==> config.mk <==
export PLATFORM = sky130hd
export DESIGN_NAME = tga_rle_cfg
export DESIGN_NICKNAME = d
export VERILOG_FILES = /design/src/tga_rle_pkg.sv /design/src/tga_rle_cfg.sv
export SDC_FILE = /design/constraint.sdc
export NUM_CORES = 1
export LEC_CHECK = 0
export BUFFER_PORTS_ARGS = -buffer_cell sky130_fd_sc_hd__buf_2
export CORE_UTILIZATION = 40
export CTS_CLUSTER_DIAMETER = 40
export DETAILED_ROUTE_END_ITERATION = 16
export GPL_TIMING_DRIVEN = 0
export PLACE_DENSITY = 0.6
export SLEW_MARGIN = 10
export SYNTH_ARGS = -nofsm -noshare
export SYNTH_HDL_FRONTEND = slang
export SYNTH_SLANG_ARGS = --single-unit
==> constraint.sdc <==
create_clock -name clk_i -period 13.4 [get_ports clk_i]
set_clock_uncertainty 0.1 [all_clocks]
set_input_delay 0.67 -clock clk_i [delete_from_list [all_inputs] [get_ports clk_i]]
set_output_delay 0.67 -clock clk_i [all_outputs]
set_load 0.01 [all_outputs]
==> src/tga_rle_pkg.sv <==
// Shared types and constants of the TGA run-length pixel decoder.
`timescale 1ns / 1ps

package tga_rle_pkg;

  localparam int unsigned MAX_PIXEL_BYTES = 4;
  localparam int unsigned PIX_W           = 32;
  localparam int unsigned IDX_W           = 32;
  localparam int unsigned CNT_W           = 8;
  localparam int unsigned BPP_W           = 3;
  localparam int unsigned DIM_W           = 16;
  localparam int unsigned CFG_IDX_W       = 2;
  localparam int unsigned CFG_DATA_W      = 16;

  localparam logic [BPP_W-1:0] BPP_RESET    = 3'd3;
  localparam logic [DIM_W-1:0] WIDTH_RESET  = 16'd1;
  localparam logic [DIM_W-1:0] HEIGHT_RESET = 16'd1;

  // Header bytes at or above this value open a run packet.
  localparam logic [7:0] RUN_FLAG = 8'd128;
  localparam logic [7:0] RUN_BIAS = 8'd127;

  typedef enum logic [CFG_IDX_W-1:0] {
    CFG_BPP    = 2'd0,
    CFG_WIDTH  = 2'd1,
    CFG_HEIGHT = 2'd2
  } cfg_idx_e;

  typedef enum logic [1:0] {
    ST_OK    = 2'd0,
    ST_CLIP  = 2'd1,
    ST_TRUNC = 2'd2
  } status_e;

  typedef struct packed {
    logic [BPP_W-1:0] pix_size;
    logic [IDX_W-1:0] total;
  } cfg_t;

  typedef struct packed {
    logic             valid;
    logic [PIX_W-1:0] pixel_value;
    logic [IDX_W-1:0] start_index;
    logic [CNT_W-1:0] repeat_count;
    status_e          status;
    logic             image_done;
  } res_t;

endpackage

==> src/tga_rle_cfg.sv <==
// Configuration registers and the registered pixel total of the image.
`timescale 1ns / 1ps

module tga_rle_cfg
  import tga_rle_pkg::*;
(
  input  logic                  clk_i,
  input  logic                  rst_ni,
  input  logic                  cfg_we_i,
  input  logic [CFG_IDX_W-1:0]  cfg_idx_i,
  input  logic [CFG_DATA_W-1:0] cfg_wdata_i,
  output cfg_t                  cfg_o
);

  logic [BPP_W-1:0] bpp_q, bpp_d;
  logic [DIM_W-1:0] width_q, width_d;
  logic [DIM_W-1:0] height_q, height_d;
  logic [IDX_W-1:0] total_q, total_d;
  logic [DIM_W-1:0] mul_a, mul_b;

  always_comb begin
    bpp_d    = bpp_q;
    width_d  = width_q;
    height_d = height_q;
    if (cfg_we_i) begin
      unique case (cfg_idx_i)
        CFG_BPP:    bpp_d    = cfg_wdata_i[BPP_W-1:0];
        CFG_WIDTH:  width_d  = cfg_wdata_i[DIM_W-1:0];
        CFG_HEIGHT: height_d = cfg_wdata_i[DIM_W-1:0];
        default: ;
      endcase
    end
    // The product follows the new dimensions at the same edge as the write.
    mul_a   = width_d;
    mul_b   = height_d;
    total_d = IDX_W'(mul_a * mul_b);
  end

  always_ff @(posedge clk_i or negedge rst_ni) begin
    if (!rst_ni) begin
      bpp_q    <= BPP_RESET;
      width_q  <= WIDTH_RESET;
      height_q <= HEIGHT_RESET;
      total_q  <= IDX_W'(WIDTH_RESET * HEIGHT_RESET);
    end else if (cfg_we_i) begin
      bpp_q    <= bpp_d;
      width_q  <= width_d;
      height_q <= height_d;
      total_q  <= total_d;
    end
  end

  always_comb begin
    cfg_o.total = total_q;
    if (bpp_q == '0) begin
      cfg_o.pix_size = BPP_W'(1);
    end else if (bpp_q > BPP_W'(MAX_PIXEL_BYTES)) begin
      cfg_o.pix_size = BPP_W'(MAX_PIXEL_BYTES);
    end else begin
      cfg_o.pix_size = bpp_q;
    end
  end

endmodule

## Word level (Yosys, flattened, before mapping)

Cells that the tools add are included.

| word-level totals | value |
|---|---|
| output and inout bits | 35 |
| register bits | 67 |
| input bits | 21 |

| cells by class | value |
|---|---|
| equality and inequality tests | 2 |
| reduce and logical (&&, ||, !) cells | 3 |
| $lt $le $gt $ge | 1 |
| multiply operators | 1 |
| multiplexer cells | 6 |

Operators by type and width:

| operator | count |
|---|---|
| two-way mux 16 bit | 4 |
| multiplier 16 x 16 -> 32 bit | 1 |
| two-way mux 3 bit | 2 |
| greater-than comparator 3 bit (second input constant) | 1 |
| zero test 3 bit | 1 |
| == test 2 x 1 -> 1 bit (second input constant) | 1 |
| == test 2 bit (second input constant) | 1 |
| zero test 2 bit | 1 |
| AND reduction 2 bit | 1 |

## Longest topological paths before layout

| depth | value |
|---|---|
| depth in word-level cells | 4 |
| mapped depth | 26 |
| depth with buffers taken out | 22 |

## Least setup slack after synthesis

No wires, ideal clock.

| timing | value |
|---|---|
| path kind | in2reg |
| start | input cfg_idx_i[0] |
| end | register total_q[31] |
| setup slack | 6,147 ps |
| library setup time | 126 ps |
| cell stages on the path | 23 |
| data arrival time | 7,027 ps |
| required time | 13,174 ps |
| path buffers | 3 |
| cell sequence | nand3b_1 clkbuf_1 buf_2 mux2i_1 clkbuf_1 nor2_1 fa_1 inv_1 fa_1 fa_1 fa_1 inv_1 fa_1 inv_1 fa_1 inv_1 ha_1 o21a_1 a21oi_1 o221ai_2 a221oi_4 a31oi_1 a311o_1 |

| between the ends | value |
|---|---|
| word-level cells in the longest chain between the ends | 4 |

Ends and longest elaborated chain:

| element | line | text |
|---|---|---|
| start: declaration | tga_rle_cfg.sv:10 | `input logic [CFG_IDX_W-1:0] cfg_idx_i,` |
| == test 2 x 1 -> 1 bit or == test 2 bit (tied branches) | tga_rle_cfg.sv:26 | `unique case (cfg_idx_i)` |
| two-way mux 16 bit | tga_rle_cfg.sv:26 |  |
| two-way mux 16 bit | tga_rle_cfg.sv:25 | `if (cfg_we_i) begin` |
| multiplier 16 x 16 -> 32 bit (*) | tga_rle_cfg.sv:36 | `total_d = IDX_W'(mul_a * mul_b);` |
| end signal: assignment | tga_rle_cfg.sv:44 | `total_q <= IDX_W'(WIDTH_RESET * HEIGHT_RESET);` |
| end signal: assignment | tga_rle_cfg.sv:49 | `total_q <= total_d;` |
| end: declaration | tga_rle_cfg.sv:18 | `logic [IDX_W-1:0] total_q, total_d;` |

Mark *: on every way between the ends. The rest lies on a longest branch, timed or not.
A chain may end at the register's enable or synchronous reset.

## Final worst setup path

| timing | value |
|---|---|
| start | input cfg_we_i |
| end | register total_q[29] |

| between the ends | value |
|---|---|
| word-level cells in the longest chain between the ends | 2 |

Ends and longest elaborated chain:

| element | line | text |
|---|---|---|
| start: declaration | tga_rle_cfg.sv:9 | `input logic cfg_we_i,` |
| two-way mux 16 bit | tga_rle_cfg.sv:25 |  |
| multiplier 16 x 16 -> 32 bit | tga_rle_cfg.sv:36 |  |

Several ways; a longest one is shown, not always the timed one.

==> impl_summary.log <==
INFO  metric synth_top_area_frac = 0.354
INFO  metric run_status = completed
INFO  metric via_count = 8,536
INFO  metric post_route_cells_drive_above_1_share = 0.0930
INFO  metric detail_route.wl_per_cell = roughly 19 um
INFO  metric critPathTopFamily = adder cells
INFO  metric core_area = around 0.027 mm2
INFO  metric critPathBufInv = 8
INFO  metric synth_area_per_cell = approximately 9 um2
INFO  metric capture_point_of_the_worst_reg_to_reg_path = total_q[29]$_DFFE_PN0P_
INFO  metric tritoncts_clock_tree = done
INFO  metric cts.sinks = 67
INFO  metric worst-endpoint-arrival = 9.13 ns
INFO  metric grt_util_all_layers = 0.230
INFO  metric dp_worst_setup_slack = a little over 4 ns
INFO  metric grt_max_degree = between 40 and 50
INFO  metric floorplan.die.height = approximately 170 um
INFO  metric cp_common_cell = sky130_fd_sc_hd__fa_1
INFO  metric finalHoldViolations = 0
INFO  metric syn2layout_area_growth = 9.53%
INFO  metric critical_path.reg2reg.startpoint = width_q[10]$_DFFE_PN0P_
INFO  metric crit_path_max_fanout = 10
INFO  metric cpPeakStageDelay = approximately 1.0 ns
INFO  metric pin_slew_with_the_least_headroom_to_its_limit = roughly 1.3 ns
INFO  metric postCtsResizedCells = 0
INFO  metric detail_route.first_pass.iterations = 5
INFO  metric timing.final.setup_violations = 0
INFO  metric crit_path_start_kind = input port
INFO  metric drtIter0Drc = around 530
INFO  metric cts_root_buf = sky130_fd_sc_hd__clkbuf_16
INFO  metric detail_route.drc_violations = 0
INFO  metric antenna_violating_nets_post_route = 0
INFO  metric yosysSeqAreaShare = 0.153
INFO  metric worst_case_register_to_register_setup_slack = 5.61 ns
INFO  metric cpMaxStageDelayCell = sky130_fd_sc_hd__mux2i_1
INFO  metric max_clock_freq = 111 MHz
INFO  metric grt.overflow.total = 0
INFO  metric yosys_warnings = 0
INFO  metric antenna-diode-count = 0
INFO  metric ys_ff_latch = between 60 and 70
INFO  metric ioPinCount = 56
INFO  metric cts_made_buffers = 9
INFO  metric netlist_area = 0.0110 mm2
INFO  metric routed_via_density = 5.27
INFO  metric syn_nets = about 1,500
INFO  metric hpwl_after_detailed_placement = ~25,000 um
INFO  metric cts.reportedPaths.clkPinSlew = about 0.06 ns
INFO  metric synth_async_sr_flop_share = 1.00
INFO  metric insertion_delay = approximately 0.36 ns
INFO  metric final.setup.tns = 0 ns
INFO  metric clock_tree_buf_depth = 2
INFO  metric synth_most_common_cell = sky130_fd_sc_hd__inv_1
INFO  metric slew_viol_final = 0
INFO  metric yosys-top-cells-area = sky130_fd_sc_hd__fa_1, sky130_fd_sc_hd__dfrtp_1, sky130_fd_sc_hd__ha_1
INFO  metric h-tree-depth = 3
INFO  metric ratio_of_final_minimum_period_to_clock_period = 0.671
INFO  metric rr_worst_depth = 19
INFO  metric die_area = 0.0281 mm2
INFO  metric endpoint_kind = register
INFO  metric synth_enable_flop_cells = 0
INFO  metric grt_pass1_vias = ~9,000
INFO  metric multi_input_gate_area = slightly above 0.008 mm2
INFO  metric cts_setup_buffers = 0
INFO  metric synth.distinct_cells = 55
INFO  metric cts-hold-fix-buffers = 0
INFO  metric most_area_hungry_cell_type_in_the_yosys_netlist = sky130_fd_sc_hd__fa_1
INFO  metric count_of_input_and_output_buffers = between 50 and 60
INFO  metric totalWireLength = 30,500 um
INFO  metric fp-row-count = 60
INFO  metric postSynthCellCount = roughly 1,200
INFO  metric die_width = 168 um
INFO  metric hold_path_class = in2async
INFO  metric finalWeightedCongestion = between 0.9 and 1
INFO  metric floorplan.initialDensity = 0.408
INFO  metric fin_nets = roughly 1,600
INFO  metric unrepaired_setup_endpoints_after_global_routing = no
INFO  metric timing.max_slew.rel_slack = 0.112
INFO  metric worst-endpoint-required = between 10 and 15 ns
INFO  metric register_area = 0.00168 mm2
INFO  metric grt_first_pass_wirelength = approximately 49,000 um
INFO  metric max-cap-violations = 0
INFO  metric crit_chain = buf_2 -> nand3b_1 -> buf_2 -> buf_2 -> mux2i_1 -> clkinv_1 -> nand2_1 -> fa_1 -> fa_1 -> inv_1 -> fa_1 -> fa_1 -> fa_1 -> inv_1 -> fa_1 -> inv_1 -> ha_1 -> clkbuf_1 -> nand4_1 -> a2111oi_0 -> a21oi_1 -> o2111ai_1 -> or3b_1
INFO  metric worst_setup_slack_after_layout = 4.40 ns
INFO  metric yosys_most_used_dff = sky130_fd_sc_hd__dfrtp_1
INFO  metric n_fill_cell = around 2,600
INFO  metric antenna_found_initial = 1
INFO  metric worst-setup-path-type = in2reg
INFO  metric timing.final.crit_period = roughly 9 ns
INFO  metric synth_commonest_cells = sky130_fd_sc_hd__inv_1, sky130_fd_sc_hd__fa_1, sky130_fd_sc_hd__nand2_1
## per-stage QoR
stage,cells,hold slack [ns],instance area (um2),util
6_report,1621,0.100,12000,0.446
3_3_place_gp,1604,0.369,11700,0.434
5_1_grt,1621,0.121,12000,0.446
3_5_place_dp,1605,0.380,11700,0.435
4_1_cts,1621,0.105,12000,0.446
2_1_floorplan,1208,0.274,11000,-
## metal layers
layer / wire length [um] / vias up / part of all wire / global-route usage
li1: - / 3846 / - / -
met1: 12700 / 4349 / 0.42 / 0.307
met5: 0 / - / 0 / 0
met2: 14100 / 272 / 0.46 / 0.363
met4: 1350 / 0 / 0.044 / 0.101
met3: 2240 / 69 / 0.073 / 0.0468
## how the worst max path moves through the flow
stage                 start                       to  slack [ns]  cells after the start
4_1_cts            cfg_we_i  total_q[29]$_DFFE_PN0P_        4.41                     23
3_5_place_dp       cfg_we_i  total_q[29]$_DFFE_PN0P_        4.07                     23
6_report           cfg_we_i  total_q[29]$_DFFE_PN0P_        4.40                     23
5_1_grt            cfg_we_i  total_q[29]$_DFFE_PN0P_        3.99                     23
2_1_floorplan  cfg_idx_i[0]  total_q[31]$_DFFE_PN0P_        6.15                     23
3_3_place_gp       cfg_we_i  total_q[29]$_DFFE_PN0P_        3.91                     23
## placed cells by master (no fill, tap or decap), types with 8 or more instances in the layout
| cell type | Yosys | final |
|---|---|---|
| sky130_fd_sc_hd__inv_1 | 261 | 261 |
| sky130_fd_sc_hd__fa_1 | 194 | 194 |
| sky130_fd_sc_hd__nand2_1 | 163 | 163 |
| sky130_fd_sc_hd__nor2_1 | 135 | 135 |
| sky130_fd_sc_hd__ha_1 | 104 | 104 |
| sky130_fd_sc_hd__buf_2 | 9 | 63 |
| sky130_fd_sc_hd__dfrtp_1 | 62 | 62 |
| sky130_fd_sc_hd__a21oi_1 | 33 | 33 |
| sky130_fd_sc_hd__clkbuf_1 | 31 | 31 |
| sky130_fd_sc_hd__mux2i_1 | 34 | 31 |
| sky130_fd_sc_hd__mux2_2 | 22 | 22 |
| sky130_fd_sc_hd__o21ai_0 | 14 | 14 |
| sky130_fd_sc_hd__xnor2_1 | 13 | 13 |
| sky130_fd_sc_hd__nor3_1 | 10 | 10 |
| sky130_fd_sc_hd__nand3_1 | 9 | 9 |
| sky130_fd_sc_hd__clkbuf_16 | 0 | 9 |
| sky130_fd_sc_hd__nand4_1 | 8 | 8 |
| sky130_fd_sc_hd__xor2_1 | 8 | 8 |
## kinds of logic (layout without fill, tap and decap cells)
kind of cell | count (synthesis) | after routing | synth area share
compound gates | 102 | 102 | 0.0649
xor+xnor | 21 | 21 | 0.0167
fa+ha+maj | 298 | 298 | 0.472
buf+inv | 311 | 383 | 0.107
flops | 67 | 67 | 0.153
mux | 56 | 56 | 0.0535
simple gates | 353 | 353 | 0.132
## state kept, by name, summed over array words and instances, names as in the netlist
register  cells
bpp_q         3
height_q     16
total_q      32
width_q      16
## layout make-up
cell class              instances  area share
clock buffers                  10      0.0199
plain buffers                  43      0.0144
flip-flops and latches         67       0.140
multi-input cells             830       0.676
clock inverters                 6     0.00541
inverters                     268      0.0836
well taps                     341      0.0355
repair buffers                 56      0.0254
Power is not shown: default switching activity piles up to over one toggle a cycle in this logic, so the estimate is an artifact.
