<file path="config.mk">
export PLATFORM = sky130hd
export DESIGN_NAME = tga_rle_outreg
export DESIGN_NICKNAME = d
export VERILOG_FILES = /design/src/tga_rle_pkg.sv /design/src/tga_rle_outreg.sv
export SDC_FILE = /design/constraint.sdc
export NUM_CORES = 1
export LEC_CHECK = 0
export ABC_AREA = 1
export BUFFER_PORTS_ARGS = -buffer_cell sky130_fd_sc_hd__buf_2
export CORE_MARGIN = 4
export CORE_UTILIZATION = 41
export DETAILED_ROUTE_END_ITERATION = 12
export PLACE_DENSITY = 0.89
export RECOVER_POWER = 100
export SLEW_MARGIN = 0
export SYNTH_ARGS = -nofsm -noshare
export SYNTH_HDL_FRONTEND = slang
export SYNTH_SLANG_ARGS = --single-unit
</file>
<file path="constraint.sdc">
create_clock -name clk_i -period 1.1 [get_ports clk_i]
set_clock_uncertainty 0.2 [all_clocks]
set_input_delay 0.11 -clock clk_i [delete_from_list [all_inputs] [get_ports clk_i]]
set_output_delay 0.11 -clock clk_i [all_outputs]
set_load 0.1 [all_outputs]
</file>
<file path="src/tga_rle_pkg.sv">
// Shared types and constants of the TGA run-length pixel decoder.
`timescale 1ns / 1ps

package tga_rle_pkg;

  localparam int unsigned MAX_PIXEL_BYTES = 4;
  localparam int unsigned PIX_W           = 32;
  localparam int unsigned IDX_W           = 32;
  localparam int unsigned CNT_W           = 8;
  localparam int unsigned BPP_W           = 3;
  localparam int unsigned DIM_W           = 16;
  localparam int unsigned CFG_IDX_W       = 2;
  localparam int unsigned CFG_DATA_W      = 16;

  localparam logic [BPP_W-1:0] BPP_RESET    = 3'd3;
  localparam logic [DIM_W-1:0] WIDTH_RESET  = 16'd1;
  localparam logic [DIM_W-1:0] HEIGHT_RESET = 16'd1;

  // Header bytes at or above this value open a run packet.
  localparam logic [7:0] RUN_FLAG = 8'd128;
  localparam logic [7:0] RUN_BIAS = 8'd127;

  typedef enum logic [CFG_IDX_W-1:0] {
    CFG_BPP    = 2'd0,
    CFG_WIDTH  = 2'd1,
    CFG_HEIGHT = 2'd2
  } cfg_idx_e;

  typedef enum logic [1:0] {
    ST_OK    = 2'd0,
    ST_CLIP  = 2'd1,
    ST_TRUNC = 2'd2
  } status_e;

  typedef struct packed {
    logic [BPP_W-1:0] pix_size;
    logic [IDX_W-1:0] total;
  } cfg_t;

  typedef struct packed {
    logic             valid;
    logic [PIX_W-1:0] pixel_value;
    logic [IDX_W-1:0] start_index;
    logic [CNT_W-1:0] repeat_count;
    status_e          status;
    logic             image_done;
  } res_t;

endpackage

</file>
<file path="src/tga_rle_outreg.sv">
// Result register that parts the decoder from the result channel.
`timescale 1ns / 1ps

module tga_rle_outreg
  import tga_rle_pkg::*;
(
  input  logic clk_i,
  input  logic rst_ni,
  input  res_t res_i,
  input  logic out_ready_i,
  output logic in_ready_o,
  output res_t res_o
);

  logic valid_q, valid_d;
  res_t data_q;

  // A new request may enter whenever the held result leaves in the same cycle.
  assign in_ready_o = !valid_q || out_ready_i;

  always_comb begin
    valid_d = valid_q;
    if (res_i.valid) begin
      valid_d = 1'b1;
    end else if (out_ready_i) begin
      valid_d = 1'b0;
    end
  end

  always_ff @(posedge clk_i or negedge rst_ni) begin
    if (!rst_ni) begin
      valid_q <= 1'b0;
    end else begin
      valid_q <= valid_d;
    end
  end

  always_ff @(posedge clk_i) begin
    if (res_i.valid) begin
      data_q <= res_i;
    end
  end

  always_comb begin
    res_o       = data_q;
    res_o.valid = valid_q;
  end

endmodule
</file>
==> metrics.txt, run 1 <==
post-synth net total=160; syn_area_per_cell=28.5 um^2; synth warn=0; Starting Density=0.421; CTS Buf Count=9; largest cells by area after synthesis=edfxtp_1 (98%), dfrtp_1 (1.1%), nand2_2 (0.54%), buf_4 (0.33%), inv_1 (0.33%); most common cell in the synthesized netlist=edfxtp_1; Synth top cells by count=edfxtp_1 (75), inv_1 (2), nand2_2 (2), buf_4 (1), dfrtp_1 (1); Run Error=[ERROR DPL-0033] detailed placement checks failed during check placement.; DPL Wire Length=5210 um; area share of the largest cell type after synthesis=0.977; instance area at placement=0.00437 mm^2; CTS Hold Bufs=77; Ports=156; Die X=83.0 um; Async SR Flop Fraction=0.0132; Post-CTS Setup Inserts=1; failing step=4_1_cts; clk sinks=76; area leader, netlist=edfxtp_1; number of flops mapped to enable cells by yosys=75; Max H-tree Level=3; status=aborted with a tool error; PostCTS Resize Cnt=0; register area share after synthesis=0.988; Netlist cell types=5; Buffers on Ports=155; Die Ht=83.0 um; clk buf depth=2; pre-CTS setup slack=76.2 ps; row cnt=27; Top FF cell, synth=edfxtp_1; Root Driver=clkbuf_8; gpl congestion=0.750; placed cell count=310; synthesis-stage register bit count=76; Cells after Synth=81; Cell Area, Synth=0.00230 mm^2
metrics by stage:
step	util	TNS (ps)
after floorplan	-	-8550
after global placement	0.799	0
after detailed placement	0.799	0
logic make-up after synthesis:
kind of cell	share of synthesized area
buffers and inverters	0.00652
DFF	0.988
and+or+nand+nor	0.00543
==> run 2, diff against run 1 <==
CORE_UTILIZATION = 37   (was 41)
PLACE_DENSITY = default   (was 0.89)
PLACE_DENSITY_LB_ADDON = 0.15   (was default)
==> metrics.txt, run 2 <==
crit end category=primary output; worst-path fanout max=2; critical path startpoint category=register; gpl congestion=0.676 (-9.8%); FMAX=0.741 GHz; DR WL/cell=17.7 um; syn_area_per_cell=28.5 um^2 (unchanged); post-synth net total=160 (unchanged); Clk pin slew, worst setup/hold paths=80 ps; Ports=156 (unchanged); Sequential Power Share=0.421; initial DRC count=61; pre-CTS setup slack=69.0 ps (-7.16 ps); hold path endpoint=valid_q$_DFFE_PN0P_; fillers=237; Worst EP arrival=1040 ps; share of cells above drive strength 1=0.514; Cells after Synth=81 (unchanged); row cnt=28 (+3.7%); pwr/cell area=1630 mW/mm^2; share of power burned in the clock network=0.231; total global-route track usage=0.205; most common cell in the synthesized netlist=edfxtp_1; synth warn=0 (unchanged); Netlist cell types=5 (unchanged); area of the multi-input gates=17.5 um^2; first-pass GRT wire length=11000 um; Starting Density=0.385 (-0.0364); max-slew violation count=0; area leader, netlist=edfxtp_1; number of flops mapped to enable cells by yosys=75 (unchanged); hold depth=5; Final Cell Area=0.00530 mm^2; placed cell count=312 (+0.65%); actual slew at the worst max-slew pin=545 ps; Comb power frac=0.347; antenna violations before repair=1; worst r2r src=valid_q$_DFFE_PN0P_; Buffers on Ports=155 (unchanged); clk sinks=76 (unchanged); register area share after synthesis=0.988 (unchanged); Top FF cell, synth=edfxtp_1; detailed-route wire length=7190 um; Finished Layout Cells=407; final setup margin=-250 ps; Via density=4.29; FF/Latch Area=0.00228 mm^2; switching power=3.04 mW; Setup Viol. Count Final=77; DRC=0; synthesis-stage register bit count=76 (unchanged); Pint=5.60 mW; Hold Crit Class=primary input to register; instance area at placement=0.00437 mm^2 (about the same); post-layout min period=1350 ps; commonest non-fill, non-tap cells in the layout=dlygate4sd3_1 (77), buf_12 (77), buf_2 (75), edfxtp_1 (75), clkbuf_8 (9); worst reg-to-reg setup slack=110 ps; status=finished with violations; worst-case hold slack=-29.9 ps; Root Driver=clkbuf_8; depth of the most critical reg-to-reg path=3; fin crit share=1.23; area share of the largest cell type after synthesis=0.977 (unchanged); Synth top cells by count=edfxtp_1 (75), inv_1 (2), nand2_2 (2), buf_4 (1), dfrtp_1 (1); Die Ht=86.9 um (+4.8%); largest cells by area after synthesis=edfxtp_1 (98%), dfrtp_1 (1.1%), nand2_2 (0.54%), buf_4 (0.33%), inv_1 (0.33%); CTS Hold Bufs=77 (unchanged); Layout area overhead=130%; global route overflow=0; clock latency on the worst-skew pair=340 ps; clk buf depth=2 (unchanged); max_slew headroom=0.636; Nets=405; max reg flops=75; Crit Reg-Reg Endpoint=valid_q$_DFFE_PN0P_; hold path start=out_ready_i; via count=1745; Crit Path Category=register to primary output; Die X=86.9 um (+4.8%); drt pass-1 iters=4; failing checks=negative hold slack, negative setup slack; post-route ant nets=0; final hold violation count=1; CTS tree=built; Cell Area, Synth=0.00230 mm^2 (unchanged); CTS Buf Count=9 (unchanged); die area=0.00756 mm^2; Peak supply drop=1270 uV; total of max-cap violations=0; Worst EP required=790 ps; P_leak=2.22 nW; Placeable Area=0.00599 mm^2; Async SR Flop Fraction=0.0132 (unchanged); sw frac=0.352; vias in the first global route=1996; Max H-tree Level=3 (unchanged); largest net degree at the start of global routing=43; RSZ-0062 raised after global routing=true
[run 2: worst max path at each step]
stage	from	endpoint	slack (ps)
2_1_floorplan	res_o[0]$_DFFE_PP_	res_o[0]	-110
3_3_place_gp	res_i[75]	res_o[12]$_DFFE_PP_	80
3_5_place_dp	res_i[75]	res_o[61]$_DFFE_PP_	70
4_1_cts	valid_q$_DFFE_PN0P_	in_ready_o	-270
5_1_grt	valid_q$_DFFE_PN0P_	in_ready_o	-300
6_report	valid_q$_DFFE_PN0P_	in_ready_o	-250
[run 2: cell families (layout without fill, tap and decap cells)]
group	after synthesis	count (layout)	share of synthesized area
simple gates	2	2	0.00543
buf+inv	3	253	0.00652
other cells	0	1	0
flops	76	76	0.988
[run 2: layout make-up]
cell class,count,share of cell area
timing repair buffer,235,0.513
sequential,76,0.429
clock buffer,11,0.0248
tap,75,0.0177
clock inverter,5,0.00991
multi-input combinational,2,0.00330
inverter,2,0.00142
antenna,1,0.000472
[run 2: worst max-delay path: stages (launching register included)]
cell and delay [ps]:
dfrtp_1 440, nand2_4 90, buf_12 170
[run 2: metrics by stage]
stage | power, mW | TNS, ps | util
2_1_floorplan | 5.23 | -8550 | -
3_3_place_gp | 6.45 | 0 | 0.729
3_5_place_dp | 6.49 | 0 | 0.729
4_1_cts | 8.70 | -14070 | 0.890
5_1_grt | 8.92 | -15590 | 0.885
6_report | 8.63 | -12380 | 0.885
[run 2: timing repair]
action	4_1_cts	5_1_grt
endpoints found under the hold margin	77	1
buffers inserted	1	0
pin swaps	1	0
gates resized for setup	0	0
cloned	0	0
endpoints found under the setup margin	77	77
[run 2: layer usage]
metal  up-vias  global-route usage  routed length [um]  share of wire
met5         -                   0                   0              0
met4         0              0.0935                 196          0.027
met3        17              0.0889                 847           0.12
met2       116               0.360                3870           0.54
met1       797               0.208                2270           0.32
li1        815                   -                   -              -
[run 2: power by group through the flow]
stage | Clock, mW | Sequential (mW) | Combinational [mW]
after floorplan | 0 | 5.18 | 0.0490
after CTS | 2.05 | 3.64 | 3.01
after global placement | 0 | 3.68 | 2.77
after detailed placement | 0 | 3.70 | 2.79
final | 2.00 | 3.64 | 3.00
after global routing | 2.20 | 3.66 | 3.06
Power figures use the tool's default switching activity.
==> run 3, diff against run 2 <==
BUFFER_PORTS_ARGS = -buffer_cell sky130_fd_sc_hd__buf_4   (was -buffer_cell sky130_fd_sc_hd__buf_2)
CORE_MARGIN = 1.5   (was 4)
PLACE_DENSITY = 0.72   (was default)
PLACE_DENSITY_LB_ADDON = default   (was 0.15)
==> metrics.txt, run 3 (synthesis gave the netlist of run 2 again) <==
Final Util=0.818 (-0.0677); P_leak=2.03 nW (-8.3%); Die Ht=81.9 um (-5.8%); worst-path fanout max=2 (unchanged); post-layout min period=1320 ps (-29.1 ps); largest net degree at the start of global routing=36 (-16%); Layout area overhead=111%; Starting Density=0.387 (+0.00226); die area=0.00671 mm^2 (-11%); share of power burned in the clock network=0.264 (+0.033); Worst EP required=790 ps (about the same); max_slew headroom=0.654 (+0.0172); antenna violations before repair=0 (-1); final setup margin=-221 ps (+29.1 ps); commonest non-fill, non-tap cells in the layout=clkbuf_4 (78), dlygate4sd3_1 (77), buf_6 (75), edfxtp_1 (75), clkbuf_8 (9); DRC=0 (unchanged); placed cell count=313 (+0.32%); Ports=156 (unchanged); clk sinks=76 (unchanged); Placeable Area=0.00596 mm^2 (-0.58%); Via density=4.22 (-1.6%); via count=1721 (-1.4%); sw frac=0.350 (-0.00138); Finished Layout Cells=408 (+0.25%); clock latency on the worst-skew pair=330 ps (about the same); Sequential Power Share=0.421 (about the same); Pint=5.48 mW (-2.1%); max reg flops=75 (unchanged); CTS Buf Count=9 (unchanged); overall power=8.44 mW (-2.3%); post-route ant nets=0 (unchanged); Die X=81.9 um (-5.8%); most common cell after layout, fill and taps aside=clkbuf_4; pwr/cell area=1730 mW/mm^2 (+6.4%); RSZ-0062 raised after global routing=true; n_diodes=0 (-1); Hold Crit Class=primary input to register; DR WL/cell=16.1 um (-8.8%); DPL Wire Length=3820 um; failing checks=negative setup slack; Crit Path Category=register to primary output; Nets=407 (+0.49%); detailed-route wire length=6570 um (-8.6%); Peak supply drop=1070 uV (-16%); FMAX=0.757 GHz (+2.2%); max-slew violation count=0 (unchanged); Max H-tree Level=3 (unchanged); CTS tree=built; Comb power frac=0.315 (-0.032); Worst EP arrival=1010 ps (-30 ps); fin crit share=1.20 (-0.0265); gpl congestion=0.687 (+1.5%); initial DRC count=47 (-23%); final hold violation count=0 (-1); total global-route track usage=0.204 (-0.00110); actual slew at the worst max-slew pin=520 ps (-25.8 ps); critical path startpoint category=register; total of max-cap violations=0 (unchanged); Buffers on Ports=155 (unchanged); Root Driver=clkbuf_8; vias in the first global route=1932 (-3.2%); share of cells above drive strength 1=0.520 (+0.00592); Setup Viol. Count Final=77 (unchanged); switching power=2.96 mW (-2.7%); crit end category=primary output; status=finished with violations; drt pass-1 iters=4 (unchanged); first-pass GRT wire length=9370 um (-15%); row cnt=28 (unchanged); global route overflow=0 (unchanged); clk buf depth=2 (unchanged); Clk pin slew, worst setup/hold paths=70 ps (about the same)
[run 3: cell types whose count changed in the layout (fill, tap and decap cells not counted), sizes merged]
| cell | previous run | this run |
|---|---|---|
| clkinvlp | 0 | 1 |
| bufinv | 1 | 2 |
| clkinv | 4 | 2 |
| clkbuf | 16 | 91 |
| buf | 153 | 80 |
| diode | 1 | 0 |
[run 3: what timing repair did]
action	CTS	global route
endpoints found under the hold margin	77	0
setup endpoints to repair	77	77
gates resized for setup	79	1
buffers inserted	1	1
pin swaps	1	1
hold buffers	77	0
[run 3: worst paths after layout]
kind	start	end	slack [ps]	depth (start not counted)
min in group asynchronous	rst_ni	valid_q$_DFFE_PN0P_	450	3
max in group asynchronous	rst_ni	valid_q$_DFFE_PN0P_	140	3
worst max register to register	valid_q$_DFFE_PN0P_	valid_q$_DFFE_PN0P_	50	4
worst min register to register	valid_q$_DFFE_PN0P_	valid_q$_DFFE_PN0P_	570	4
worst min-delay path	out_ready_i	valid_q$_DFFE_PN0P_	30	6
worst max-delay path	valid_q$_DFFE_PN0P_	in_ready_o	-220	2
[run 3: critical path: stages (launching register included)]
cell,delay (ps)
dfrtp_1,420
nand2_4,100
buf_12,170
[run 3: metrics by stage]
step	area (um^2)	setup WS [ps]	hold WS, ps	setup TNS, ps
final	4870	-221	31.0	-10360
after global routing	4870	-263	33.9	-13330
after CTS	4890	-238	-69.4	-11480
after detailed placement	3610	39.7	-313	0
after global placement	3610	40.7	-312	0
after floorplan	2310	-114	-386	-8550
[run 3: metal layers]
| metal | vias to the layer above | GRT usage | share of wire |
|---|---|---|---|
| li1 | 816 | - | - |
| met1 | 792 | 0.201 | 0.33 |
| met2 | 100 | 0.383 | 0.56 |
| met3 | 13 | 0.0589 | 0.083 |
| met4 | 0 | 0.102 | 0.021 |
| met5 | - | 0 | 0 |
[run 3: power groups by stage]
| stage | sequential (mW) | combinational, mW | clock, mW |
|---|---|---|---|
| final | 3.55 | 2.66 | 2.23 |
| after global routing | 3.58 | 2.72 | 2.39 |
| after CTS | 3.54 | 2.68 | 2.28 |
| after detailed placement | 3.56 | 2.30 | 0 |
| after global placement | 3.55 | 2.29 | 0 |
| after floorplan | 5.18 | 0.0490 | 0 |
[run 3: cell type report]
class | instances | area [um^2]
sequential | 76 | 2280
timing repair buffer | 237 | 2270
fill | 314 | 1090
clock buffer | 11 | 131
tap | 75 | 93.8
clock inverter | 5 | 76.3
multi-input combinational | 2 | 17.5
inverter | 2 | 7.51
