### config.mk
export PLATFORM = sky130hd
export DESIGN_NAME = tga_rle_step
export DESIGN_NICKNAME = d
export VERILOG_FILES = /design/src/tga_rle_pkg.sv /design/src/tga_rle_step.sv
export SDC_FILE = /design/constraint.sdc
export NUM_CORES = 1
export LEC_CHECK = 0
export BUFFER_PORTS_ARGS = -buffer_cell sky130_fd_sc_hd__buf_2
export CORE_ASPECT_RATIO = 0.5
export CORE_MARGIN = 5
export CORE_UTILIZATION = 40
export DETAILED_ROUTE_END_ITERATION = 6
export GPL_ROUTABILITY_DRIVEN = 0
export PLACE_DENSITY = 0.62
export SKIP_LAST_GASP = 1
export SLEW_MARGIN = 25
export SYNTH_ARGS = -nofsm -noshare
export SYNTH_HDL_FRONTEND = slang
export SYNTH_SLANG_ARGS = --single-unit
### constraint.sdc
create_clock -name clk_i -period 4 [get_ports clk_i]
set_input_delay 0.4 -clock clk_i [delete_from_list [all_inputs] [get_ports clk_i]]
set_output_delay 0.4 -clock clk_i [all_outputs]
set_load 0.05 [all_outputs]
### src/tga_rle_pkg.sv
// Shared types and constants of the TGA run-length pixel decoder.
`timescale 1ns / 1ps

package tga_rle_pkg;

  localparam int unsigned MAX_PIXEL_BYTES = 4;
  localparam int unsigned PIX_W           = 32;
  localparam int unsigned IDX_W           = 32;
  localparam int unsigned CNT_W           = 8;
  localparam int unsigned BPP_W           = 3;
  localparam int unsigned DIM_W           = 16;
  localparam int unsigned CFG_IDX_W       = 2;
  localparam int unsigned CFG_DATA_W      = 16;

  localparam logic [BPP_W-1:0] BPP_RESET    = 3'd3;
  localparam logic [DIM_W-1:0] WIDTH_RESET  = 16'd1;
  localparam logic [DIM_W-1:0] HEIGHT_RESET = 16'd1;

  // Header bytes at or above this value open a run packet.
  localparam logic [7:0] RUN_FLAG = 8'd128;
  localparam logic [7:0] RUN_BIAS = 8'd127;

  typedef enum logic [CFG_IDX_W-1:0] {
    CFG_BPP    = 2'd0,
    CFG_WIDTH  = 2'd1,
    CFG_HEIGHT = 2'd2
  } cfg_idx_e;

  typedef enum logic [1:0] {
    ST_OK    = 2'd0,
    ST_CLIP  = 2'd1,
    ST_TRUNC = 2'd2
  } status_e;

  typedef struct packed {
    logic [BPP_W-1:0] pix_size;
    logic [IDX_W-1:0] total;
  } cfg_t;

  typedef struct packed {
    logic             valid;
    logic [PIX_W-1:0] pixel_value;
    logic [IDX_W-1:0] start_index;
    logic [CNT_W-1:0] repeat_count;
    status_e          status;
    logic             image_done;
  } res_t;

endpackage

### src/tga_rle_step.sv
// Packet decoding state and the per-byte decode logic.
`timescale 1ns / 1ps

module tga_rle_step
  import tga_rle_pkg::*;
(
  input  logic       clk_i,
  input  logic       rst_ni,
  input  logic       acc_i,
  input  logic [7:0] data_byte_i,
  input  logic       final_byte_i,
  input  cfg_t       cfg_i,
  output res_t       res_o,
  output logic       finished_o
);

  logic             expect_hdr_q, expect_hdr_d;
  logic             is_run_q, is_run_d;
  logic [CNT_W-1:0] left_q, left_d;
  logic [1:0]       bip_q, bip_d;
  logic [PIX_W-1:0] asm_q, asm_d;
  logic [IDX_W-1:0] next_q, next_d;
  logic             finished_q, finished_d;

  logic [IDX_W:0]   rem_w;
  logic [IDX_W-1:0] rem;
  logic             no_room, rem_narrow;
  logic             run_clip, run_done;
  logic [PIX_W-1:0] asm_new;
  logic [1:0]       bip_new;
  logic [CNT_W-1:0] raw_left;
  logic             done;
  status_e          st;

  always_comb begin
    rem_w      = {1'b0, cfg_i.total} - {1'b0, next_q};
    rem        = rem_w[IDX_W-1:0];
    no_room    = rem_w[IDX_W] || (rem == '0);
    rem_narrow = (rem[IDX_W-1:CNT_W] == '0);
    run_clip   = rem_narrow && (left_q > rem[CNT_W-1:0]);
    run_done   = rem_narrow && (left_q >= rem[CNT_W-1:0]);
    raw_left   = (left_q != '0) ? left_q - CNT_W'(1) : '0;
    bip_new    = bip_q + 2'd1;
    asm_new    = asm_q;
    case (bip_q)
      2'd0:    asm_new[7:0]   = asm_q[7:0]   | data_byte_i;
      2'd1:    asm_new[15:8]  = asm_q[15:8]  | data_byte_i;
      2'd2:    asm_new[23:16] = asm_q[23:16] | data_byte_i;
      default: asm_new[31:24] = asm_q[31:24] | data_byte_i;
    endcase

    expect_hdr_d = expect_hdr_q;
    is_run_d     = is_run_q;
    left_d       = left_q;
    bip_d        = bip_q;
    asm_d        = asm_q;
    next_d       = next_q;
    finished_d   = finished_q;
    done         = 1'b0;
    st           = ST_OK;

    res_o              = '0;
    res_o.status       = ST_TRUNC;
    res_o.start_index  = next_q;

    if (acc_i && !finished_q) begin
      if (no_room) begin
        finished_d = 1'b1;
      end else if (expect_hdr_q) begin
        is_run_d     = (data_byte_i >= RUN_FLAG);
        left_d       = (data_byte_i >= RUN_FLAG) ? data_byte_i - RUN_BIAS
                                                 : data_byte_i + 8'd1;
        expect_hdr_d = 1'b0;
        bip_d        = '0;
        asm_d        = '0;
        if (final_byte_i) begin
          finished_d  = 1'b1;
          res_o.valid = 1'b1;
        end
      end else if (bip_new != 2'd0 && {1'b0, bip_new} < cfg_i.pix_size) begin
        asm_d = asm_new;
        bip_d = bip_new;
        if (final_byte_i) begin
          finished_d  = 1'b1;
          res_o.valid = 1'b1;
        end
      end else begin
        // A pixel is complete.
        bip_d = '0;
        asm_d = '0;
        res_o.pixel_value = asm_new;
        if (is_run_q) begin
          left_d       = '0;
          expect_hdr_d = 1'b1;
          done         = run_done;
          if (run_clip) begin
            st                 = ST_CLIP;
            res_o.repeat_count = rem[CNT_W-1:0];
            next_d             = cfg_i.total;
          end else begin
            res_o.repeat_count = left_q;
            next_d             = next_q + IDX_W'(left_q);
          end
        end else begin
          left_d             = raw_left;
          expect_hdr_d       = (raw_left == '0);
          done               = (rem == IDX_W'(1));
          st                 = (done && raw_left != '0) ? ST_CLIP : ST_OK;
          res_o.repeat_count = CNT_W'(1);
          next_d             = next_q + IDX_W'(1);
        end
        if (done) begin
          finished_d = 1'b1;
        end else if (final_byte_i) begin
          finished_d = 1'b1;
          st         = ST_TRUNC;
        end
        res_o.valid      = 1'b1;
        res_o.status     = st;
        res_o.image_done = done;
      end
    end
  end

  always_ff @(posedge clk_i or negedge rst_ni) begin
    if (!rst_ni) begin
      expect_hdr_q <= 1'b1;
      is_run_q     <= 1'b0;
      left_q       <= '0;
      bip_q        <= '0;
      asm_q        <= '0;
      next_q       <= '0;
      finished_q   <= 1'b0;
    end else begin
      expect_hdr_q <= expect_hdr_d;
      is_run_q     <= is_run_d;
      left_q       <= left_d;
      bip_q        <= bip_d;
      asm_q        <= asm_d;
      next_q       <= next_d;
      finished_q   <= finished_d;
    end
  end

  assign finished_o = finished_q;

endmodule

Yosys cells after proc, flatten, opt, wreduce, memory -nomap -nowiden
Cells that the tools add are included.
{"block": "word_totals", "in_bits": 47, "ff_bits": 77, "wordCells": 94, "output_inout_bits": 77}
{"block": "classes", "eq_ne": 4, "n_reduce_logical": 19, "n_mux": 46, "add_sub_neg": 7, "bitwise_logic": 7, "n_lt_le_gt_ge": 4}
{"cell": "two-way mux 32 bit", "n": 6}
{"cell": "two-way mux 8 bit", "n": 11}
{"cell": "two-way mux 33 bit", "n": 2}
{"cell": "two-way mux 11 bit", "n": 4}
{"cell": "subtractor 32 x 32 -> 33 bit", "n": 1}
{"cell": "adder 32 x 1 -> 32 bit, second input constant", "n": 1}
{"cell": "adder 32 x 8 -> 32 bit", "n": 1}
{"cell": "equality test 32 x 1 -> 1 bit, second input constant", "n": 1}
{"cell": "zero test 32 bit", "n": 1}
{"cell": "OR 8 bit", "n": 4}
{"cell": "zero test 24 bit", "n": 1}
{"cell": "two-way mux 1 bit", "n": 18}
{"cell": "nonzero test 8 bit", "n": 2}
{"cell": "two-way mux 2 bit", "n": 5}
{"cell": "adder 8 x 1 -> 8 bit, second input constant", "n": 1}
{"cell": ">= comparator 8 bit", "n": 1}
{"cell": ">= comparator 8 bit, second input constant", "n": 1}
{"cell": "> comparator 8 bit", "n": 1}
{"cell": "zero test 8 bit", "n": 1}
{"cell": "subtractor 8 x 1 -> 8 bit, second input constant", "n": 1}
{"cell": "subtractor 8 x 7 -> 8 bit, second input constant", "n": 1}
{"cell": "AND reduction 3 bit", "n": 2}
{"cell": "logical AND 1 bit", "n": 5}
{"cell": "AND reduction 4 bit", "n": 1}
{"cell": "12 further kinds", "n": 14}

Depth between registers and ports, before layout
Gate-level depths: netlist of run 1.
{"block": "depth", "word_depth": 13, "ltp_mapped": 19, "ltp_nobuf": 18}

Worst setup path before layout of run 1
Ideal clock, no wire load.
{"block": "synth_timing", "path_kind": "register to output", "from": "register next_q[8]", "to": "output res_o[4] (netlist name)", "required_ns": 3.600, "stages_incl_launch_ff": 16, "arrival_time_ns": 4.927, "setup_slack_ns": -1.327, "n_path_buf": 3, "path_cell_list": "dfrtp_1 -> clkbuf_1 -> inv_1 -> ha_1 -> a21oi_2 -> nor2_1 -> nor4_4 -> a21oi_1 -> a2111oi_2 -> nand4_1 -> or3_1 -> nor4_4 -> buf_4 -> buf_4 -> nor2_1 -> a211oi_1"}
{"element": "from (decl)", "line": "tga_rle_step.sv:22", "rtl": "logic [IDX_W-1:0] next_q, next_d;"}
{"element": "from (signal assigned)", "line": "tga_rle_step.sv:140", "rtl": "next_q <= next_d;"}
{"element": "to (decl)", "line": "tga_rle_step.sv:13", "rtl": "output res_t res_o,"}

==> impl_metrics.py, run 1 <==
metrics = {
    "synthesis": {
        "share_of_synthesized_area_occupied_by_flip_flops_and_latches_pct": 23.3,
        "synth-main-ff-cell": "sky130_fd_sc_hd__dfrtp_1",
        "mappedNetlistArea_mm2": 0.00828,
        "number_of_flip_flops_and_latches_in_the_synthesized_netlist": 77,
        "synth_fp_nets": 1231,
        "synth_cells": 1123,
        "synth_area_per_cell_um2": 7.37,
        "synth_enable_flop_cells": 0,
        "yosysUniqueCellTypes": 82,
        "postSynth.asyncResetShare_pct": 100,
        "synth-warning-count": 0,
    },
    "route": {
        "via_count": 9790,
        "postRouteAntennaNets": 0,
        "detailedRoute.firstIterationViolations": 1003,
        "drt-wirelength-per-cell_um": 20.1,
        "detailedRoute.firstPassIterationCount": 5,
        "post-route-drc-count": 0,
        "wirelength_um": 32400,
        "vias_per_cell": 6.07,
    },
    "die": {
        "die_height_um": 112,
        "start_util_pct": 40.4,
        "die_x_um": 213,
        "floorplan.die_area_mm2": 0.0238,
        "core.rowCount": 37,
        "core_region_area_mm2": 0.0205,
        "io-pin-count": 124,
    },
    "worst_setup_path": {
        "timing.critical_path.from_type": "flop",
        "cp_num_buf_inv": 2,
        "critical_path_class": "flop to output pin",
        "critPathArrivalTime_ps": 3970,
        "regToRegSetupSlack_ps": -220,
        "cpLargestDelayFamily": "simple AND/OR/NAND/NOR gates",
        "critical_path.reg2reg.startpoint": "next_q[0]$_DFFE_PN0P_",
        "crit_path_cell_trace": "ha_4 -> fa_2 -> nand2b_4 -> a21oi_4 -> o21ai_2 -> a21o_1 -> a2111oi_4 -> nand4_1 -> or3_4 -> nor4_4 -> buf_12 -> mux2i_2 -> nor2_4 -> buf_2",
        "timing.critical_path.fanout_max": 10,
        "end_kind": "output pin",
        "timing.reg2reg.worst_path_depth": 18,
        "worst_ep_required_time_ps": 3600,
        "critical-path-slowest-cell": "sky130_fd_sc_hd__dfrtp_2",
        "worst_r2r_endpoint": "next_q[18]$_DFFE_PN0P_",
        "cp_slowest_stage_delay_ps": 440,
    },
    "flow_run": {
        "max_capacitance_violation_total": 0,
    },
    "cts": {
        "cts-buffers-inserted": 9,
        "h-tree-depth": 3,
        "worst_setup_hold_path_clk_slew_ps": 70,
        "cts.hold.buffers_added": 0,
        "cts_num_sinks": 77,
        "clk_latency_ps": 370,
        "cts_root_buffer": "sky130_fd_sc_hd__clkbuf_16",
        "tritoncts_clock_tree": "done",
        "cts_buffer_depth": 2,
    },
    "timing": {
        "slew_viol_final": 0,
        "hold_viol": 0,
        "timing_worst_slew_pin_value_ps": 864,
        "worst_clock_skew_ps": 10.1,
        "timing.slew.headroom_pct": 41.9,
        "period_share_pct": 109,
        "setup_violations": 56,
        "rsz_0062_raised_after_global_routing": "yes",
        "max_clock_freq_mhz": 229,
        "post-route-worst-setup-slack_ps": -369,
        "tns_ps": -14800,
        "final_period_minus_worst_setup_slack_ps": 4370,
    },
    "outcome": {
        "violations_in_the_final_reports": "setup timing",
        "run_status": "finished with violations",
    },
    "finish": {
        "finish.net_count": 1443,
        "post_route_cells_drive_above_1_share_pct": 35.4,
        "flip_flop_and_latch_area_mm2": 0.00196,
        "finalInstanceArea_mm2": 0.0118,
        "area_delta_synth_final_pct": 42.3,
        "multiInputGateArea_mm2": 0.00659,
        "num_antenna_cells": 0,
        "filler_cell_count": 1805,
    },
    "grt": {
        "grt_first_pass_wirelength_um": 50900,
        "grt_start_max_net_pins": 54,
        "first_global_vias": 9693,
        "antenna_found_initial": 2,
        "track_usage_pct": 26.4,
        "grt_overflow_total": 0,
    },
    "power_and_ir_drop": {
        "worst_ir_drop_vdd_mv": 0.194,
        "total_leakage_power_nw": 4.88,
        "pwr_density_cell_mw_per_mm2": 185,
    },
    "placed_design": {
        "port_buffers": 123,
        "placed_wire_length_estimate_um": 23500,
        "post_dp_cell_area_mm2": 0.0104,
    },
    "hold_path": {
        "timing.hold.worst.class": "primary input to asynchronous set/reset pin",
    },
}
## sequential cells by signal, summed over array words and instances (netlist names)
signal,count
asm_q,32
next_q,32
left_q,8
bip_q,2
expect_hdr_q,1
finished_o,1
is_run_q,1
## power breakdown
group | internal [mW] | switching, mW
logic | 0.219 | 0.310
clock network | 0.435 | 0.405
registers | 0.787 | 0.0187
## through the flow
step | worst slack (ps) | hold slack, ps | instances | util, % | power [mW]
CTS | -326 | 127 | 1609 | 56.6 | 2.17
global route | -514 | 171 | 1613 | 57.6 | 2.27
global placement | -392 | 451 | 1572 | 50.7 | 1.28
finish | -369 | 92.4 | 1613 | 57.6 | 2.18
floorplan | -119 | 104 | 1123 | - | 1.10
detailed placement | -442 | 456 | 1572 | 50.7 | 1.29
## cells in the mapped netlist (14+ instances only)
master / n / area (µm²)
sky130_fd_sc_hd__nor2_1: 153 / 574
sky130_fd_sc_hd__a21oi_1: 103 / 515
sky130_fd_sc_hd__nand2_1: 82 / 308
sky130_fd_sc_hd__dfrtp_1: 76 / 1900
sky130_fd_sc_hd__o21ai_0: 61 / 305
sky130_fd_sc_hd__inv_1: 60 / 225
sky130_fd_sc_hd__ha_1: 59 / 738
sky130_fd_sc_hd__clkbuf_1: 50 / 188
sky130_fd_sc_hd__a31oi_1: 40 / 250
sky130_fd_sc_hd__nand3_1: 39 / 195
sky130_fd_sc_hd__nor3_1: 33 / 165
sky130_fd_sc_hd__xnor2_1: 32 / 280
sky130_fd_sc_hd__mux2i_1: 27 / 270
sky130_fd_sc_hd__nand4_1: 23 / 144
sky130_fd_sc_hd__o21a_1: 21 / 158
sky130_fd_sc_hd__and3_1: 18 / 113
sky130_fd_sc_hd__buf_2: 18 / 90.1
sky130_fd_sc_hd__nor4_1: 16 / 100
sky130_fd_sc_hd__a21o_1: 15 / 113
sky130_fd_sc_hd__nand2b_1: 14 / 87.6
## layout make-up
cell class / instances / area share (%)
multi-input combinational: 907 / 55.9
timing repair buffer: 279 / 20.1
sequential: 77 / 16.7
tap: 273 / 2.90
inverter: 61 / 1.97
clock buffer: 9 / 1.91
clock inverter: 7 / 0.510
## routing by layer
metal / global-route usage, % / up-vias / share of wire [%]
met5: 0 / - / 0.065
met4: 10.2 / 4 / 3.2
met3: 6.08 / 90 / 7.5
met2: 43.5 / 426 / 47
met1: 33.9 / 4742 / 42
li1: - / 4528 / -
## worst max path at each step
stage,from,end,slack [ps],cells after the start
2_1_floorplan,next_q[10]$_DFFE_PN0P_,res_o[4],-120,16
3_3_place_gp,cfg_i[0],next_q[13]$_DFFE_PN0P_,-390,18
3_5_place_dp,cfg_i[0],next_q[18]$_DFFE_PN0P_,-440,18
4_1_cts,next_q[0]$_DFFE_PN0P_,res_o[5],-330,14
5_1_grt,next_q[0]$_DFFE_PN0P_,res_o[7],-510,14
6_report,next_q[0]$_DFFE_PN0P_,res_o[8],-370,14
## layout by cell type, fill, tap and decap left out, drive strengths merged, types with 4 or more instances in the layout
cell type  count
and3          18
or2            5
nand3         39
a211oi        10
mux2i         27
a21o          15
clkbuf        10
dfrtp         76
or4            5
o2bb2ai        4
a41oi          6
a211o          6
o22ai          9
nor2         154
and4           5
or3           12
a31oi         40
ha            59
a21oi        106
o211ai        10
buf          278
inv           66
xnor2         32
nor3          34
xor2           4
o221a          5
mux2           7
and2           7
nor4          19
nand2         82
o21ai         73
nor2b          4
nand4         23
o21a          21
nand2b        14
## kinds of logic after synthesis
| kind of cell | after synthesis | synth area share [%] |
|---|---|---|
| xor gates and xnor gates | 36 | 3.81 |
| and+or+nand+nor | 428 | 25.2 |
| buffers and inverters | 139 | 6.95 |
| AOI/OAI and AO/OA | 348 | 27.1 |
| adders and majority gates | 61 | 9.40 |
| muxes | 34 | 4.22 |
| DFF | 77 | 23.3 |
## what timing repair did
action                                  CTS  global route
hold endpoints to repair                  0             0
pin swaps                                41            18
gates resized for setup                 162            41
gates cloned                              4             1
endpoints found under the setup margin  115           103
setup buffers                            19             7
Note: power is estimated with default switching activity, not from simulation.
==> run 2, diff against run 1 <==
--- a/config.mk
+++ b/config.mk
@@ -8,10 +8,10 @@
 export BUFFER_PORTS_ARGS = -buffer_cell sky130_fd_sc_hd__buf_2
 export CORE_ASPECT_RATIO = 0.5
 export CORE_MARGIN = 5
-export CORE_UTILIZATION = 40
+export CORE_UTILIZATION = 30
 export DETAILED_ROUTE_END_ITERATION = 6
 export GPL_ROUTABILITY_DRIVEN = 0
-export PLACE_DENSITY = 0.62
+export PLACE_DENSITY = 0.5
 export SKIP_LAST_GASP = 1
 export SLEW_MARGIN = 25
 export SYNTH_ARGS = -nofsm -noshare
==> constraint.sdc (replaced) <==
create_clock -name clk_i -period 3.99 [get_ports clk_i]
set_input_delay 0.399 -clock clk_i [delete_from_list [all_inputs] [get_ports clk_i]]
set_output_delay 0.399 -clock clk_i [all_outputs]
set_load 0.05 [all_outputs]
==> impl_metrics.py, run 2 (same netlist as run 1, synthesis figures left out) <==
metrics = {
    "placed_design": {
        "port_buffers": 123,
        "placed_wire_length_estimate_um": 25300,
        "place_inst": 1713,
    },
    "finish": {
        "finish.net_count": 1514,
        "mostFrequentLayoutCells": "189 x sky130_fd_sc_hd__buf_4, 110 x sky130_fd_sc_hd__nor2_1, 90 x sky130_fd_sc_hd__a21oi_1",
        "num_antenna_cells": 0,
        "area_delta_synth_final_pct": 52.9,
        "filler_cell_count": 2698,
        "final_common_cell": "sky130_fd_sc_hd__buf_4",
        "post_route_cells_drive_above_1_share_pct": 40.2,
        "largest_registers": "asm_q: 32 flops, next_q: 32 flops, left_q: 8 flops",
        "final_non_filler_cells": 1771,
    },
    "route": {
        "drt-wirelength-per-cell_um": 19.1,
        "post-route-drc-count": 0,
        "routedLengthMet1_um": 15200,
        "postRouteAntennaNets": 0,
        "dr_wl_met2_um": 16500,
        "wirelength_um": 33900,
        "detailedRoute.firstIterationViolations": 758,
        "detailedRoute.firstPassIterationCount": 5,
        "routed.top_layer": "met4",
        "via_count": 9761,
        "vias_per_cell": 5.51,
        "route.met3.wl_um": 1530,
    },
    "die": {
        "die_x_um": 245,
        "io-pin-count": 124,
        "core.rowCount": 43,
        "core_region_area_mm2": 0.0274,
        "die_height_um": 127,
        "floorplan.die_area_mm2": 0.0312,
        "start_util_pct": 30.2,
    },
    "hold_path": {
        "timing.hold.worst.class": "primary input to asynchronous set/reset pin",
    },
    "timing": {
        "slew_viol_final": 0,
        "post-route-worst-setup-slack_ps": -452,
        "timing.slew.headroom_pct": 41.0,
        "hold_ws_ps": 134,
        "rsz_0062_raised_after_global_routing": "yes",
        "setup_violations": 75,
        "tns_ps": -16390,
        "max_clock_freq_mhz": 225,
        "final_period_minus_worst_setup_slack_ps": 4440,
        "period_share_pct": 111,
        "timing_worst_slew_pin_value_ps": 885,
        "worst_clock_skew_ps": 7.23,
        "hold_viol": 0,
    },
    "power_and_ir_drop": {
        "combPwrFrac_pct": 26.0,
        "pwr_density_cell_mw_per_mm2": 176,
        "total_leakage_power_nw": 5.24,
        "p_sw_share_pct": 34.0,
        "worst_ir_drop_vdd_mv": 0.203,
        "power_frac_seq_pct": 36.2,
        "internal_power_mw": 1.47,
        "p_switching_mw": 0.758,
        "clockPowerShare_pct": 37.8,
    },
    "flow_run": {
        "max_capacitance_violation_total": 0,
    },
    "outcome": {
        "run_status": "finished with violations",
        "violations_in_the_final_reports": "setup timing",
    },
    "cts": {
        "worst_setup_hold_path_clk_slew_ps": 70,
        "cts_buffer_depth": 2,
        "cts.hold.buffers_added": 0,
        "cts_num_sinks": 77,
        "clk_latency_ps": 370,
        "tritoncts_clock_tree": "done",
        "cts_root_buffer": "sky130_fd_sc_hd__clkbuf_16",
        "cts-buffers-inserted": 9,
        "h-tree-depth": 3,
    },
    "worst_setup_path": {
        "timing.critical_path.fanout_max": 6,
        "timing.critical_path.from_type": "flop",
        "startpoint": "next_q[0]$_DFFE_PN0P_",
        "critical_path.reg2reg.startpoint": "next_q[0]$_DFFE_PN0P_",
        "end_kind": "output pin",
        "worst_ep_required_time_ps": 3590,
        "critical_path_class": "flop to output pin",
        "critPathArrivalTime_ps": 4040,
    },
    "grt": {
        "first_global_vias": 9576,
        "grt_start_max_net_pins": 59,
        "grt_first_pass_wirelength_um": 52700,
        "antenna_found_initial": 0,
        "grt_overflow_total": 0,
        "track_usage_pct": 21.0,
    },
}
[run 2: area by class of cell]
type	count	area (µm²)	share of cell area, %
inverters	61	231	1.83
flip-flops and latches	77	1960	15.5
repair buffers	349	2930	23.1
clock inverters	7	58.8	0.465
well taps	360	450	3.56
multi-input cells	908	6800	53.8
clock buffers	9	225	1.78
[run 2: worst max-delay path: stages (launching register included)]
cell and delay, ps:
sky130_fd_sc_hd__dfrtp_2 440, sky130_fd_sc_hd__ha_4 170, sky130_fd_sc_hd__fa_2 350, sky130_fd_sc_hd__nand2b_4 160, sky130_fd_sc_hd__a21oi_4 170, sky130_fd_sc_hd__buf_6 130, sky130_fd_sc_hd__o21ai_2 60, sky130_fd_sc_hd__a21o_1 190
sky130_fd_sc_hd__a2111oi_4 280, sky130_fd_sc_hd__nand4_1 200, sky130_fd_sc_hd__or3_4 470, sky130_fd_sc_hd__nor4_4 290, sky130_fd_sc_hd__buf_4 160, sky130_fd_sc_hd__buf_12 150, sky130_fd_sc_hd__mux2i_4 260, sky130_fd_sc_hd__nor2_4 40
sky130_fd_sc_hd__buf_6 150
[run 2: worst paths after layout]
check	to	slack (ps)	cells after the start
setup / recovery	res_o[9]	-450	16
hold / removal	next_q[28]$_DFFE_PN0P_	130	1
setup reg to reg	next_q[23]$_DFFE_PN0P_	-340	23
hold reg to reg	asm_q[7]$_DFFE_PN0P_	500	2
max in group asynchronous	expect_hdr_q$_DFFE_PN1P_	2960	2
min in group clk_i	finished_o$_DFFE_PN0P_	270	2
[run 2: layer usage]
layer	global-route usage (%)	up-vias
met5	0	-
met4	5.83	0
met3	3.49	55
met2	36.1	263
met1	27.4	4778
li1	-	4665
[run 2: per-stage QoR]
| step | area, µm² | power [mW] | setup slack [ps] | util, % |
|---|---|---|---|---|
| floorplan | 8870 | 1.11 | -128 | - |
| global placement | 11000 | 1.33 | -152 | 39.9 |
| detailed placement | 11000 | 1.33 | -194 | 39.9 |
| CTS | 12000 | 2.22 | -455 | 43.7 |
| global route | 12700 | 2.33 | -579 | 46.1 |
| finish | 12700 | 2.23 | -452 | 46.1 |
[run 2: what timing repair did]
| action | in CTS | in global routing |
|---|---|---|
| gates cloned | 2 | 3 |
| resized for setup | 145 | 111 |
| setup buffers | 15 | 26 |
| pin swaps | 34 | 55 |
| endpoints found under the setup margin | 52 | 103 |
[run 2: power by group through the flow]
stage	Sequential, mW	Clock [mW]	Combinational [mW]
floorplan	0.813	0	0.292
global placement	0.821	0	0.508
detailed placement	0.821	0	0.510
CTS	0.807	0.868	0.549
global route	0.808	0.892	0.633
finish	0.807	0.841	0.579
==> run 3, diff against run 2 <==
--- a/config.mk
+++ b/config.mk
@@ -11,7 +11,8 @@
 export CORE_UTILIZATION = 30
 export DETAILED_ROUTE_END_ITERATION = 6
 export GPL_ROUTABILITY_DRIVEN = 0
-export PLACE_DENSITY = 0.5
+export GPL_TIMING_DRIVEN = 0
+export PLACE_DENSITY = 0.48
 export SKIP_LAST_GASP = 1
 export SLEW_MARGIN = 25
 export SYNTH_ARGS = -nofsm -noshare
==> constraint.sdc (replaced) <==
create_clock -name clk_i -period 5.05 [get_ports clk_i]
set_input_delay 0.505 -clock clk_i [delete_from_list [all_inputs] [get_ports clk_i]]
set_output_delay 0.505 -clock clk_i [all_outputs]
set_load 0.05 [all_outputs]
==> impl_metrics.py, run 3 (same netlist as run 1, synthesis figures left out) <==
metrics = {
    "outcome": {
        "run_status": "finished clean",
    },
    "timing": {
        "hold_viol": 0,
        "slew_viol_final": 0,
        "max_clock_freq_mhz": 203,
        "timing.slew.headroom_pct": 30.4,
        "hold_ws_ps": 70.4,
        "worst_clock_skew_ps": 10.3,
        "final_period_minus_worst_setup_slack_ps": 4940,
        "tns_ps": 0,
        "setup_violations": 0,
        "period_share_pct": 97.8,
        "timing_worst_slew_pin_value_ps": 1030,
    },
    "route": {
        "wirelength_um": 34300,
        "post-route-drc-count": 0,
        "detailedRoute.firstPassIterationCount": 5,
        "postRouteAntennaNets": 0,
        "vias_per_cell": 5.72,
        "via_count": 9324,
        "detailedRoute.firstIterationViolations": 980,
        "drt-wirelength-per-cell_um": 21.0,
    },
    "worst_setup_path": {
        "critPathArrivalTime_ps": 4430,
        "cp_slowest_stage_delay_ps": 600,
        "critical-path-slowest-cell": "sky130_fd_sc_hd__nor4_4",
        "timing.critical_path.from_type": "flop",
        "timing.critical_path.fanout_max": 6,
        "critical_path_class": "flop to output pin",
        "worst_ep_required_time_ps": 4550,
        "end_kind": "output pin",
        "crit_path_cell_trace": "ha_1 -> fa_2 -> nand2b_4 -> a21oi_4 -> buf_6 -> nor2_1 -> o311a_1 -> nor4_2 -> nand4b_1 -> nand4b_1 -> nor4_4 -> buf_6 -> nor2_1 -> a211oi_2 -> buf_4",
    },
    "finish": {
        "finish.net_count": 1373,
        "largest_registers": "asm_q: 32 flops, next_q: 32 flops, left_q: 8 flops",
        "num_antenna_cells": 0,
        "post_route_cells_drive_above_1_share_pct": 22.0,
        "final_non_filler_cells": 1630,
        "mostFrequentLayoutCells": "152 x sky130_fd_sc_hd__nor2_1, 127 x sky130_fd_sc_hd__buf_2, 93 x sky130_fd_sc_hd__a21oi_1",
        "area_delta_synth_final_pct": 22.3,
        "utilization_pct": 36.9,
        "final_common_cell": "sky130_fd_sc_hd__nor2_1",
    },
    "hold_path": {
        "timing.hold.worst.class": "primary input to asynchronous set/reset pin",
    },
    "power_and_ir_drop": {
        "power.total_mw": 1.70,
        "total_leakage_power_nw": 4.25,
        "worst_ir_drop_vdd_mv": 0.142,
        "pwr_density_cell_mw_per_mm2": 168,
    },
    "grt": {
        "track_usage_pct": 20.9,
        "grt_first_pass_wirelength_um": 51500,
        "grt_overflow_total": 0,
        "antenna_found_initial": 0,
        "first_global_vias": 8746,
        "grt_start_max_net_pins": 40,
    },
    "die": {
        "die_x_um": 245,
        "core.rowCount": 43,
        "floorplan.die_area_mm2": 0.0312,
        "io-pin-count": 124,
        "core_region_area_mm2": 0.0274,
        "die_height_um": 127,
        "start_util_pct": 30.2,
    },
    "cts": {
        "cts-buffers-inserted": 9,
        "tritoncts_clock_tree": "done",
        "worst_setup_hold_path_clk_slew_ps": 70,
        "clk_latency_ps": 350,
        "cts_root_buffer": "sky130_fd_sc_hd__clkbuf_16",
        "cts.hold.buffers_added": 0,
        "h-tree-depth": 3,
        "cts_buffer_depth": 2,
        "cts_num_sinks": 77,
    },
    "placed_design": {
        "placed_wire_length_estimate_um": 26600,
        "port_buffers": 120,
        "place_inst": 1604,
    },
    "flow_run": {
        "max_capacitance_violation_total": 0,
    },
}
## run 3: changes by cell type in the layout (fill, tap and decap cells not counted), sizes merged
cell / before / now
clkbuf: 11 / 57
inv: 62 / 63
nand2: 83 / 82
bufinv: 0 / 1
clkinv: 5 / 3
buf: 347 / 161
## run 3: cell type report
class	instances	area, µm²
Clock buffer	9	225
Clock inverter	7	81.3
Sequential cell	77	1950
Timing Repair Buffer	140	812
Tap cell	360	450
Multi-Input combinational cell	907	6030
Fill cell	2967	17300
Inverter	61	229
Buffer	69	345
## run 3: critical path: cells and delay by family (launching register included)
kind	cells	cell delay [ps]
adders and majority gates	2	570
AOI/OAI and AO/OA	3	800
DFF	1	450
and+or+nand+nor	7	1650
buffers and inverters	3	600
## run 3: power by group
| part | internal, mW | switching (mW) | leakage (nW) |
|---|---|---|---|
| registers | 0.624 | 0.00926 | 0.958 |
| logic | 0.127 | 0.237 | 3.14 |
| clock network | 0.391 | 0.309 | 0.147 |
| total | 1.14 | 0.556 | 4.25 |
## run 3: repair_timing
action | CTS | global route
pin swaps | 7 | 15
hold endpoints to repair | 0 | 0
cloned | 0 | 1
resized for setup | 46 | 70
endpoints found under the setup margin | 52 | 44
setup buffers | 6 | 12
## run 3: path summary, 6_finish.rpt
check / startpoint / end / slack, ps / cells after the start
min reg2reg: finished_o$_DFFE_PN0P_ / finished_o$_DFFE_PN0P_ / 470 / 1
max: next_q[0]$_DFFE_PN0P_ / res_o[4] / 110 / 15
max reg2reg: next_q[0]$_DFFE_PN0P_ / next_q[12]$_DFFE_PN0P_ / 410 / 17
min: rst_ni / finished_o$_DFFE_PN0P_ / 70 / 1
max in group asynchronous: rst_ni / expect_hdr_q$_DFFE_PN1P_ / 4360 / 2
min in group clk_i: acc_i / finished_o$_DFFE_PN0P_ / 370 / 2
## run 3: per-stage QoR
step           setup WS [ps]  instance area, µm²
4_1_cts                -2.74                9810
2_1_floorplan           83.9                8290
6_report                 113               10100
3_3_place_gp           -1070                9340
3_5_place_dp           -1050                9370
5_1_grt                -39.7               10100
## run 3: layer usage
metal | vias up | track usage (%) | share of wire (%)
met5 | - | 0 | 0
met4 | 0 | 5.31 | 1.9
met3 | 44 | 3.89 | 6.4
met2 | 333 | 34.4 | 46
met1 | 4549 | 28.6 | 45
li1 | 4398 | - | -
